[config.mk]
export PLATFORM = sky130hd
export DESIGN_NAME = video_frame_sync_queue
export DESIGN_NICKNAME = d
export VERILOG_FILES = /design/src/hdl/vfsq_pkg.sv /design/src/hdl/vfsq_ctrl.sv /design/src/hdl/vfsq_dp.sv /design/src/hdl/video_frame_sync_queue.sv
export VERILOG_INCLUDE_DIRS = /design/src /design/src/hdl
export SDC_FILE = /design/constraint.sdc
export NUM_CORES = 2
export LEC_CHECK = 0
export BUFFER_PORTS_ARGS = -buffer_cell sky130_fd_sc_hd__buf_2
export CAP_MARGIN = 20
export CORE_MARGIN = 3
export CORE_UTILIZATION = 55
export CTS_BUF_LIST = sky130_fd_sc_hd__clkbuf_4
export DETAILED_ROUTE_END_ITERATION = 7
export PLACE_DENSITY = 0.72
export SLEW_MARGIN = 30
export SYNTH_ARGS = -nofsm -noshare
export SYNTH_HDL_FRONTEND = slang
export SYNTH_SLANG_ARGS = --single-unit
[constraint.sdc]
create_clock -name clk -period 27 [get_ports clk]
set_input_delay 5.4 -clock clk [delete_from_list [all_inputs] [get_ports clk]]
set_output_delay 5.4 -clock clk [all_outputs]
set_load 0.01 [all_outputs]
[src/hdl/video_frame_sync_queue_assert.svh]
// assertion macros shared by the frame sync queue modules
`ifndef VIDEO_FRAME_SYNC_QUEUE_ASSERT_SVH
`define VIDEO_FRAME_SYNC_QUEUE_ASSERT_SVH

// checked property, switched off while reset is held
`define VFSQ_ASSERT(lbl, clk, rstn, prop, msg) \
  lbl: assert property (@(posedge clk) disable iff (!rstn) prop) else $error(msg);

// checked property, live through reset as well
`define VFSQ_ASSERT_ALWAYS(lbl, clk, prop, msg) \
  lbl: assert property (@(posedge clk) prop) else $error(msg);

`endif

[src/hdl/vfsq_pkg.sv]
// shared types, codes and constants of the frame sync queue
package vfsq_pkg;

  // field widths
  localparam int TIME_W  = 47;
  localparam int TAG_W   = 16;
  localparam int DRIFT_W = 48;
  localparam int DIFF_W  = 50;
  localparam int THR_W   = 20;
  localparam int FDUP_W  = 24;
  localparam int NOS_W   = 27;
  localparam int MQ_W    = 3;
  localparam int CIDX_W  = 3;
  localparam int CDAT_W  = 27;
  localparam int ENT_W   = TAG_W + TIME_W;

  localparam int DEPTH_DEF = 4;
  localparam int MAX_RES   = 4;

  // register reset values
  localparam logic [MQ_W-1:0]   MAX_QUEUE_RST = 3'd3;
  localparam logic [THR_W-1:0]  SYNC_MIN_RST  = 20'd10000;
  localparam logic [THR_W-1:0]  SYNC_MAX_RST  = 20'd100000;
  localparam logic [FDUP_W-1:0] FRAMEDUP_RST  = 24'd100000;
  localparam logic [NOS_W-1:0]  NOSYNC_RST    = 27'd10000000;

  // register indexes
  localparam logic [CIDX_W-1:0] CFG_MAX_QUEUE = 3'd0;
  localparam logic [CIDX_W-1:0] CFG_SYNC_MIN  = 3'd1;
  localparam logic [CIDX_W-1:0] CFG_SYNC_MAX  = 3'd2;
  localparam logic [CIDX_W-1:0] CFG_FRAMEDUP  = 3'd3;
  localparam logic [CIDX_W-1:0] CFG_NOSYNC    = 3'd4;

  typedef enum logic [1:0] {
    CMD_PUSH    = 2'd0,
    CMD_TICK    = 2'd1,
    CMD_SETCLK  = 2'd2,
    CMD_RESTART = 2'd3
  } cmd_t;

  typedef enum logic [2:0] {
    K_ACCEPTED = 3'd0,
    K_REFUSED  = 3'd1,
    K_DROPPED  = 3'd2,
    K_SHOWN    = 3'd3,
    K_WAIT     = 3'd4,
    K_IDLE     = 3'd5
  } kind_t;

  typedef enum logic [2:0] {
    S_IDLE,
    S_CMD,
    S_READ,
    S_DIFF,
    S_THR,
    S_DECIDE
  } state_t;

  // controller to datapath
  typedef struct packed {
    logic  capture;
    logic  act_cmd;
    logic  read_head;
    logic  calc_diff;
    logic  calc_thr;
    logic  act_frame;
    logic  emit;
    kind_t kind;
    logic  last;
  } ctl_t;

  // datapath to controller
  typedef struct packed {
    cmd_t cmd;
    logic empty;
    logic full;
    logic count_one;
    logic frm_drop;
    logic frm_wait;
    logic out_free;
  } stat_t;

endpackage

[src/hdl/vfsq_ctrl.sv]
// sequencer for command handling and head frame evaluation
`include "video_frame_sync_queue_assert.svh"

module vfsq_ctrl (
  input  logic            clk,
  input  logic            rst_n,
  input  logic            in_valid,
  output logic            in_stall,
  input  vfsq_pkg::stat_t st,
  output vfsq_pkg::ctl_t  ctl
);
  import vfsq_pkg::*;

  localparam int RC_W = $clog2(MAX_RES);

  state_t            state_r, state_nxt;
  logic [RC_W-1:0]   res_cnt_r, res_cnt_nxt;

  // state and result counter
  always_ff @(posedge clk) begin
    if (!rst_n) begin
      state_r   <= S_IDLE;
      res_cnt_r <= '0;
    end else begin
      state_r   <= state_nxt;
      res_cnt_r <= res_cnt_nxt;
    end
  end

  assign in_stall = (state_r != S_IDLE);

  // next state and commands
  always_comb begin
    state_nxt   = state_r;
    res_cnt_nxt = res_cnt_r;
    ctl         = '0;
    ctl.kind    = K_IDLE;
    case (state_r)
      S_IDLE: begin
        if (in_valid) begin
          ctl.capture = 1'b1;
          res_cnt_nxt = '0;
          state_nxt   = S_CMD;
        end
      end
      S_CMD: begin
        if (st.cmd == CMD_TICK && !st.empty) begin
          state_nxt = S_READ;
        end else if (st.out_free) begin
          ctl.emit    = 1'b1;
          ctl.act_cmd = 1'b1;
          ctl.last    = 1'b1;
          if (st.cmd == CMD_PUSH) begin
            ctl.kind = st.full ? K_REFUSED : K_ACCEPTED;
          end
          state_nxt = S_IDLE;
        end
      end
      S_READ: begin
        ctl.read_head = 1'b1;
        state_nxt     = S_DIFF;
      end
      S_DIFF: begin
        ctl.calc_diff = 1'b1;
        state_nxt     = S_THR;
      end
      S_THR: begin
        ctl.calc_thr = 1'b1;
        state_nxt    = S_DECIDE;
      end
      S_DECIDE: begin
        if (st.out_free) begin
          ctl.emit      = 1'b1;
          ctl.act_frame = 1'b1;
          if (st.frm_drop) begin
            ctl.kind = K_DROPPED;
            ctl.last = st.count_one || (res_cnt_r == RC_W'(MAX_RES - 1));
          end else begin
            ctl.kind = st.frm_wait ? K_WAIT : K_SHOWN;
            ctl.last = 1'b1;
          end
          res_cnt_nxt = res_cnt_r + 1'b1;
          state_nxt   = ctl.last ? S_IDLE : S_READ;
        end
      end
      default: begin
        state_nxt = S_IDLE;
      end
    endcase
  end

  // a final result always returns the sequencer to idle
  `VFSQ_ASSERT(a_last_to_idle, clk, rst_n, (ctl.emit && ctl.last) |=> (state_r == S_IDLE), "last result did not end the input")
  // requests are taken only in idle
  `VFSQ_ASSERT_ALWAYS(a_capture_idle, clk, ctl.capture |-> (state_r == S_IDLE), "input taken while busy")

endmodule

[src/hdl/vfsq_dp.sv]
// frame store, timing arithmetic, config registers and result register
`include "video_frame_sync_queue_assert.svh"

module vfsq_dp #(
  parameter int DEPTH = vfsq_pkg::DEPTH_DEF
) (
  input  logic                                clk,
  input  logic                                rst_n,
  input  vfsq_pkg::ctl_t                      ctl,
  output vfsq_pkg::stat_t                     st,
  input  logic [1:0]                          in_cmd,
  input  logic [vfsq_pkg::TIME_W-1:0]         in_pts_us,
  input  logic [vfsq_pkg::TAG_W-1:0]          in_frame_tag,
  input  logic [vfsq_pkg::TIME_W-1:0]         in_now_us,
  input  logic [vfsq_pkg::TIME_W-1:0]         in_clock_us,
  input  logic                                cfg_valid,
  input  logic [vfsq_pkg::CIDX_W-1:0]         cfg_index,
  input  logic [vfsq_pkg::CDAT_W-1:0]         cfg_data,
  output logic                                out_valid,
  input  logic                                out_stall,
  output logic [2:0]                          out_kind,
  output logic [vfsq_pkg::TAG_W-1:0]          out_tag_out,
  output logic [vfsq_pkg::TIME_W-1:0]         out_wait_us,
  output logic signed [vfsq_pkg::DRIFT_W-1:0] out_diff_us,
  output logic                                out_last
);
  import vfsq_pkg::*;

  localparam int AW   = $clog2(DEPTH);
  localparam int CW   = $clog2(DEPTH + 1);
  localparam int CMPW = (CW > MQ_W) ? CW : MQ_W;

  // config registers
  logic [MQ_W-1:0]   max_queue_r;
  logic [THR_W-1:0]  sync_min_r;
  logic [THR_W-1:0]  sync_max_r;
  logic [FDUP_W-1:0] framedup_r;
  logic [NOS_W-1:0]  nosync_r;

  // captured request
  cmd_t              cmd_r;
  logic [TIME_W-1:0] pts_in_r;
  logic [TAG_W-1:0]  tag_in_r;
  logic [TIME_W-1:0] now_r;
  logic [TIME_W-1:0] clk_in_r;

  // queue state
  logic [AW-1:0]            head_r, head_nxt;
  logic [CW-1:0]            frame_count_r, frame_count_nxt;
  logic signed [DRIFT_W-1:0] drift_r, drift_nxt;
  logic [TIME_W-1:0]        prev_pts_r, prev_pts_nxt;

  // frame store
  logic [ENT_W-1:0] mem [DEPTH];
  logic [ENT_W-1:0] rd_r;

  // evaluation pipeline registers
  logic signed [DIFF_W-1:0]  diff_r;
  logic signed [DRIFT_W-1:0] delay_r;
  logic [THR_W-1:0]          thr_r;
  logic                      sync_r;
  logic [DRIFT_W-1:0]        sat_r;

  // result register
  logic               out_valid_r;
  logic [2:0]         out_kind_r;
  logic [TAG_W-1:0]   out_tag_r;
  logic [TIME_W-1:0]  out_wait_r;
  logic [DRIFT_W-1:0] out_diff_r;
  logic               out_last_r;

  logic                     full;
  logic                     push_ok;
  logic [CMPW-1:0]          cap;
  logic [AW:0]              slot_sum;
  logic [AW-1:0]            slot;
  logic [AW-1:0]            head_inc;
  logic [TIME_W-1:0]        frm_pts;
  logic [TAG_W-1:0]         frm_tag;
  logic signed [DIFF_W-1:0] diff_calc;
  logic signed [DRIFT_W-1:0] delay_calc;
  logic                     gt_max;
  logic [THR_W-1:0]         thr1;
  logic [THR_W-1:0]         thr_calc;
  logic                     in_range;
  logic                     dly_ok;
  logic [DRIFT_W-1:0]       sat_calc;
  logic signed [DIFF_W-1:0] sum_p;
  logic signed [DIFF_W-1:0] sum_m;
  logic                     frm_drop;
  logic                     frm_wait;
  logic [TIME_W-1:0]        wait_val;
  logic                     out_free;

  // config writes
  always_ff @(posedge clk) begin
    if (!rst_n) begin
      max_queue_r <= MAX_QUEUE_RST;
      sync_min_r  <= SYNC_MIN_RST;
      sync_max_r  <= SYNC_MAX_RST;
      framedup_r  <= FRAMEDUP_RST;
      nosync_r    <= NOSYNC_RST;
    end else if (cfg_valid) begin
      case (cfg_index)
        CFG_MAX_QUEUE: max_queue_r <= cfg_data[MQ_W-1:0];
        CFG_SYNC_MIN:  sync_min_r  <= cfg_data[THR_W-1:0];
        CFG_SYNC_MAX:  sync_max_r  <= cfg_data[THR_W-1:0];
        CFG_FRAMEDUP:  framedup_r  <= cfg_data[FDUP_W-1:0];
        CFG_NOSYNC:    nosync_r    <= cfg_data[NOS_W-1:0];
        default: ;
      endcase
    end
  end

  // request capture
  always_ff @(posedge clk) begin
    if (ctl.capture) begin
      cmd_r    <= cmd_t'(in_cmd);
      pts_in_r <= in_pts_us;
      tag_in_r <= in_frame_tag;
      now_r    <= in_now_us;
      clk_in_r <= in_clock_us;
    end
  end

  // occupancy against effective capacity
  assign cap      = (CMPW'(max_queue_r) < CMPW'(DEPTH)) ? CMPW'(max_queue_r) : CMPW'(DEPTH);
  assign full     = (CMPW'(frame_count_r) >= cap);
  assign push_ok  = ctl.act_cmd && (cmd_r == CMD_PUSH) && !full;

  // tail slot and head advance, wrapping at the depth
  assign slot_sum = (AW+1)'(head_r) + (AW+1)'(frame_count_r);
  assign slot     = (slot_sum >= (AW+1)'(DEPTH)) ? AW'(slot_sum - (AW+1)'(DEPTH))
                                                 : slot_sum[AW-1:0];
  assign head_inc = (head_r == AW'(DEPTH - 1)) ? '0 : head_r + 1'b1;

  // store write and registered head read
  always_ff @(posedge clk) begin
    if (push_ok) begin
      mem[slot] <= {tag_in_r, pts_in_r};
    end
  end

  always_ff @(posedge clk) begin
    if (ctl.read_head) begin
      rd_r <= mem[head_r];
    end
  end

  assign frm_pts = rd_r[TIME_W-1:0];
  assign frm_tag = rd_r[ENT_W-1:TIME_W];

  // frame minus clock difference and spacing to previous frame
  assign diff_calc  = $signed({3'b000, frm_pts}) - $signed({3'b000, now_r})
                    + $signed({{(DIFF_W-DRIFT_W){drift_r[DRIFT_W-1]}}, drift_r});
  assign delay_calc = $signed({1'b0, frm_pts}) - $signed({1'b0, prev_pts_r});

  always_ff @(posedge clk) begin
    if (ctl.calc_diff) begin
      diff_r  <= diff_calc;
      delay_r <= delay_calc;
    end
  end

  // threshold clamp, range checks and saturated difference
  assign gt_max   = delay_r > $signed({{(DRIFT_W-THR_W){1'b0}}, sync_max_r});
  assign thr1     = gt_max ? sync_max_r : delay_r[THR_W-1:0];
  assign thr_calc = (delay_r[DRIFT_W-1] || (thr1 < sync_min_r)) ? sync_min_r : thr1;
  assign in_range = (diff_r < $signed({{(DIFF_W-NOS_W){1'b0}}, nosync_r}))
                 && (diff_r > -$signed({{(DIFF_W-NOS_W){1'b0}}, nosync_r}));
  assign dly_ok   = delay_r < $signed({{(DRIFT_W-FDUP_W){1'b0}}, framedup_r});

  always_comb begin
    if ((diff_r[DIFF_W-1:DRIFT_W-1] == '0) || (diff_r[DIFF_W-1:DRIFT_W-1] == '1)) begin
      sat_calc = diff_r[DRIFT_W-1:0];
    end else if (diff_r[DIFF_W-1]) begin
      sat_calc = {1'b1, {(DRIFT_W-1){1'b0}}};
    end else begin
      sat_calc = {1'b0, {(DRIFT_W-1){1'b1}}};
    end
  end

  always_ff @(posedge clk) begin
    if (ctl.calc_thr) begin
      thr_r  <= thr_calc;
      sync_r <= in_range && dly_ok;
      sat_r  <= sat_calc;
    end
  end

  // drop, wait or show decision
  assign sum_p    = diff_r + $signed({{(DIFF_W-THR_W){1'b0}}, thr_r});
  assign sum_m    = diff_r - $signed({{(DIFF_W-THR_W){1'b0}}, thr_r});
  assign frm_drop = sync_r && (sum_p <= 0);
  assign frm_wait = sync_r && !frm_drop && (sum_m > 0);
  assign wait_val = (sum_m[DIFF_W-1:TIME_W] != '0) ? {TIME_W{1'b1}} : sum_m[TIME_W-1:0];

  // queue state update
  always_comb begin
    head_nxt        = head_r;
    frame_count_nxt = frame_count_r;
    drift_nxt       = drift_r;
    prev_pts_nxt    = prev_pts_r;
    if (ctl.act_cmd) begin
      case (cmd_r)
        CMD_PUSH: begin
          if (!full) frame_count_nxt = frame_count_r + 1'b1;
        end
        CMD_SETCLK: begin
          drift_nxt = $signed({1'b0, now_r}) - $signed({1'b0, clk_in_r});
        end
        CMD_RESTART: begin
          head_nxt        = '0;
          frame_count_nxt = '0;
          drift_nxt       = '0;
          prev_pts_nxt    = '0;
        end
        default: ;
      endcase
    end else if (ctl.act_frame && !frm_wait) begin
      head_nxt        = head_inc;
      frame_count_nxt = frame_count_r - 1'b1;
      prev_pts_nxt    = frm_pts;
      if (!sync_r) begin
        drift_nxt = $signed({1'b0, now_r}) - $signed({1'b0, frm_pts});
      end
    end
  end

  always_ff @(posedge clk) begin
    if (!rst_n) begin
      head_r        <= '0;
      frame_count_r <= '0;
      drift_r       <= '0;
      prev_pts_r    <= '0;
    end else begin
      head_r        <= head_nxt;
      frame_count_r <= frame_count_nxt;
      drift_r       <= drift_nxt;
      prev_pts_r    <= prev_pts_nxt;
    end
  end

  // result register, freed when taken downstream
  assign out_free = !out_valid_r || !out_stall;

  always_ff @(posedge clk) begin
    if (!rst_n) begin
      out_valid_r <= 1'b0;
    end else if (ctl.emit) begin
      out_valid_r <= 1'b1;
    end else if (!out_stall) begin
      out_valid_r <= 1'b0;
    end
  end

  always_ff @(posedge clk) begin
    if (ctl.emit) begin
      out_kind_r <= ctl.kind;
      out_last_r <= ctl.last;
      case (ctl.kind)
        K_ACCEPTED, K_REFUSED: begin
          out_tag_r  <= tag_in_r;
          out_wait_r <= '0;
          out_diff_r <= '0;
        end
        K_DROPPED, K_SHOWN: begin
          out_tag_r  <= frm_tag;
          out_wait_r <= '0;
          out_diff_r <= sat_r;
        end
        K_WAIT: begin
          out_tag_r  <= frm_tag;
          out_wait_r <= wait_val;
          out_diff_r <= sat_r;
        end
        default: begin
          out_tag_r  <= '0;
          out_wait_r <= '0;
          out_diff_r <= '0;
        end
      endcase
    end
  end

  assign out_valid   = out_valid_r;
  assign out_kind    = out_kind_r;
  assign out_tag_out = out_tag_r;
  assign out_wait_us = out_wait_r;
  assign out_diff_us = $signed(out_diff_r);
  assign out_last    = out_last_r;

  // status back to the sequencer
  assign st.cmd       = cmd_r;
  assign st.empty     = (frame_count_r == '0);
  assign st.full      = full;
  assign st.count_one = (frame_count_r == CW'(1));
  assign st.frm_drop  = frm_drop;
  assign st.frm_wait  = frm_wait;
  assign st.out_free  = out_free;

  // occupancy never passes the store depth
  `VFSQ_ASSERT(a_count_bound, clk, rst_n, frame_count_r <= CW'(DEPTH), "frame count beyond depth")
  // a frame is popped only from a non-empty queue
  `VFSQ_ASSERT(a_pop_nonempty, clk, rst_n, (ctl.act_frame && !frm_wait) |-> (frame_count_r != '0), "pop from empty queue")
  // a new result never overwrites one still waiting
  `VFSQ_ASSERT(a_emit_free, clk, rst_n, ctl.emit |-> (!out_valid_r || !out_stall), "result overwritten")

endmodule

[src/hdl/video_frame_sync_queue.sv]
// top level of the frame pacing queue: sequencer plus datapath
//
//  channel | direction | handshake          | payload
//  in      | input     | in_valid/in_stall  | cmd, pts_us, frame_tag, now_us, clock_us
//  out     | output    | out_valid/out_stall| kind, tag_out, wait_us, diff_us, last
//  cfg     | input     | cfg_valid/cfg_ready| cfg_index, cfg_data
//
// push, set clock, restart and an empty tick are answered from the command step.
// a tick on a non-empty queue steps each head frame examined through store read,
// difference, threshold clamp and decision, at most 4 frames.
// one request is worked on at a time; in_stall is high from capture to the last result.
// a stalled out channel holds the sequencer in its result step until the slot frees.
// synchronous active-low reset clears the queue, drift and last pts and loads
// the register defaults; cfg_ready is always high.

module video_frame_sync_queue #(
  parameter int DEPTH = vfsq_pkg::DEPTH_DEF
) (
  input  logic                                clk,
  input  logic                                rst_n,
  input  logic                                in_valid,
  output logic                                in_stall,
  input  logic [1:0]                          in_cmd,
  input  logic [vfsq_pkg::TIME_W-1:0]         in_pts_us,
  input  logic [vfsq_pkg::TAG_W-1:0]          in_frame_tag,
  input  logic [vfsq_pkg::TIME_W-1:0]         in_now_us,
  input  logic [vfsq_pkg::TIME_W-1:0]         in_clock_us,
  output logic                                out_valid,
  input  logic                                out_stall,
  output logic [2:0]                          out_kind,
  output logic [vfsq_pkg::TAG_W-1:0]          out_tag_out,
  output logic [vfsq_pkg::TIME_W-1:0]         out_wait_us,
  output logic signed [vfsq_pkg::DRIFT_W-1:0] out_diff_us,
  output logic                                out_last,
  input  logic                                cfg_valid,
  output logic                                cfg_ready,
  input  logic [vfsq_pkg::CIDX_W-1:0]         cfg_index,
  input  logic [vfsq_pkg::CDAT_W-1:0]         cfg_data
);
  import vfsq_pkg::*;

  ctl_t  ctl;
  stat_t st;

  // register writes are always taken
  assign cfg_ready = 1'b1;

  // sequencer
  vfsq_ctrl u_ctrl (
    .clk      (clk),
    .rst_n    (rst_n),
    .in_valid (in_valid),
    .in_stall (in_stall),
    .st       (st),
    .ctl      (ctl)
  );

  // datapath
  vfsq_dp #(
    .DEPTH (DEPTH)
  ) u_dp (
    .clk          (clk),
    .rst_n        (rst_n),
    .ctl          (ctl),
    .st           (st),
    .in_cmd       (in_cmd),
    .in_pts_us    (in_pts_us),
    .in_frame_tag (in_frame_tag),
    .in_now_us    (in_now_us),
    .in_clock_us  (in_clock_us),
    .cfg_valid    (cfg_valid),
    .cfg_index    (cfg_index),
    .cfg_data     (cfg_data),
    .out_valid    (out_valid),
    .out_stall    (out_stall),
    .out_kind     (out_kind),
    .out_tag_out  (out_tag_out),
    .out_wait_us  (out_wait_us),
    .out_diff_us  (out_diff_us),
    .out_last     (out_last)
  );

endmodule
==> out/results.ini <==
[power_and_ir_drop]
p_int_mw=2.37
power.leakage_nw=24.2
power.switching_mw=0.840
power_density_nw_per_um2=53.0
swShare=0.261
power_frac_seq=0.515
ir_drop_mv=0.0462
power.clock.fraction=0.372
combPwrFrac=0.113

[die]
fp.dieW_um=321
die-height_um=321
std_cell_rows=115
initial_core_util=0.555
coreArea_um2=98600
dieArea_um2=103000
ioPinCount=312

[drt]
vias_per_cell=5.90
drt-initial-drc-count=3430
wl_per_cell_um=21.4
drc_errors=0
ant_nets=0
route.vias.total=41000
routed_wl_um=149000
first_pass_iters=6

[setup_path]
cpPeakStageDelay_ps=520
crit_family=simple AND/OR/NAND/NOR gates
worstPathMaxFanout=8
crit_buf_inv=1
path_class=reg -> out
end_kind=output port
critPathArrivalTime_ps=2250
start_kind=flop
cp_cell_sequence=or3_1 -> buf_2
worstPathRequired_ps=21600
cpMaxStageDelayCell=or3_1

[clock_network]
cts_hold_buffers=0
htreeDepth=4
cts_setup_buffers=0
numCtsBuffers=236
insertion_delay_ps=1110
cts.sinks=955
clk_path_buf_depth=3
clkTransAtPathRegs_ps=70
cts-root-buf=clkbuf_4
cts_tree=yes
cts.repair.resized=0

[synth]
yosys_register_bits=955
avgSynthCellArea_um2=10.7
ys.flop_type=edfxtp_1
synth_cells=5104
synthArstFlopShare=0
netlist_area_um2=54700
synth.distinct_cells=92
synth_edf_count=755
ys.warnings.count=0
synth_nets=5734
synth_seq_area_share=0.488

[sta]
worst_clock_skew_ps=86.6
rsz0062_at_grt=false
setup_viol=0
hold_viol=0
slew_headroom=0.327
worstMarginPinSlew_ps=1000
fin_tns_setup_ps=0
fmaxAchievable_ghz=0.131
drv_slew=0
post-route-period-util=0.283
period_needed_ps=7650

[layout]
layout.nets=6099
fillers=8170
mostFrequentLayoutCells=755 x edfxtp_1, 429 x ha_1, 404 x inv_1
area_growth_pct=10.7
final_cells=6957
mostFrequentLayoutCell=edfxtp_1
drive_above_1_share=0.159

[global_routing]
grt_pass1_vias=40300
grt_util_all_layers=0.285
grt_max_degree=111
grt_pass1_wl_um=229000
grt_remaining_overflow=0
antenna_found_initial=4

[placed_design]
place_congestion=0.951
dp.cells=6516
port_buffers=310
hpwl_um=111000

[min_path]
hp-class=reg -> reg

[status]
status=complete, no violations

[job]
drv_cap=0

-- cells by family (layout without fill, tap and decap cells) --
| kind of cell | after synthesis | after routing | synth area share |
|---|---|---|---|
| AO/OA/AOI/OAI | 1383 | 1383 | 0.169 |
| AND/OR/NAND/NOR | 1284 | 1284 | 0.115 |
| flip-flops | 955 | 955 | 0.488 |
| buffers and inverters | 638 | 1202 | 0.0445 |
| adder cells (fa/ha/maj) | 436 | 436 | 0.101 |
| XOR/XNOR | 292 | 292 | 0.0467 |
| multiplexers | 115 | 115 | 0.0364 |
| other | 1 | 3 | 0.0000685 |
-- Yosys cell counts (40+ instances only) --
library cell / n / area, um^2
a21o_1: 199 / 1490
nor2_1: 246 / 923
o211ai_1: 93 / 698
xor2_1: 97 / 850
nor4_1: 46 / 288
inv_1: 404 / 1520
xnor2_1: 195 / 1710
a21oi_1: 348 / 1740
mux2_2: 40 / 450
ha_1: 429 / 5370
edfxtp_1: 755 / 22700
mux4_2: 63 / 1420
nor2b_1: 80 / 500
nand4_1: 78 / 488
clkbuf_1: 187 / 702
nand3_1: 92 / 460
and2_1: 71 / 444
o21a_1: 70 / 526
nor3_1: 87 / 435
o21ai_0: 221 / 1110
nand2b_1: 54 / 338
dfxtp_1: 200 / 4000
nand2_1: 402 / 1510
a21boi_0: 112 / 841
-- registers in the layout, indices dropped and copies added (netlist names), 48 cells and up --
name,flops
u_dp.diff_r,49
u_dp.drift_r,48
u_dp.delay_r,48
u_dp.rd_r,63
u_dp.mem,252
u_dp.out_diff_us,48
u_dp.sat_r,48
-- tightest hold or removal path: stages (launching register included) --
cell and delay (ps):
dfxtp_1 310, nand2_1 40, a21boi_0 70
-- worst paths after layout --
kind	start	endpoint	slack (ps)	cells past startpoint
max reg2reg	u_dp.rd_r[0]	u_dp.diff_r[41]	20310	28
max	u_ctrl.state_r[2]	in_stall	19350	2
min	u_dp.framedup_r[23]	u_dp.framedup_r[23]	470	2
min reg2reg	u_dp.framedup_r[23]	u_dp.framedup_r[23]	470	2
-- area by class of cell --
type	instances	area [um^2]	share of cell area
Timing Repair Buffer	359	1960	0.0324
Clock inverter	88	457	0.00754
Antenna cell	2	5.00	0.0000826
Multi-Input combinational cell	3511	25700	0.424
Tap cell	1287	1610	0.0266
Inverter	406	1520	0.0252
Clock buffer	349	2620	0.0433
Sequential cell	955	26700	0.441
-- layer usage --
metal  routed length, um  share of wire  vias to the layer above  GRT usage
li1                    -              -                    19700          -
met1               64200           0.43                    19500      0.386
met2               70600           0.47                     1528      0.469
met3                9560          0.064                      276     0.0441
met4                4560          0.031                        4      0.102
met5                  25        0.00017                        -          0
-- through the flow --
step           instance area, um^2  worst slack, ps  hold slack, ps  total power, mW  utilization
2_1_floorplan                54700            14260             433             1.93            -
3_3_place_gp                 57400            18700             453             2.04        0.583
3_5_place_dp                 57400            18570             460             2.04        0.583
4_1_cts                      60500            19210             472             3.24        0.614
5_1_grt                      60600            19210             486             3.36        0.614
6_report                     60600            19350             468             3.21        0.614
-- power groups by stage --
stage | clock network (mW) | logic [mW] | registers [mW]
3_5_place_dp | 0 | 0.355 | 1.69
5_1_grt | 1.31 | 0.397 | 1.66
4_1_cts | 1.23 | 0.358 | 1.66
3_3_place_gp | 0 | 0.354 | 1.69
6_report | 1.20 | 0.362 | 1.66
2_1_floorplan | 0 | 0.245 | 1.69
Power figures use the tool's default switching activity.
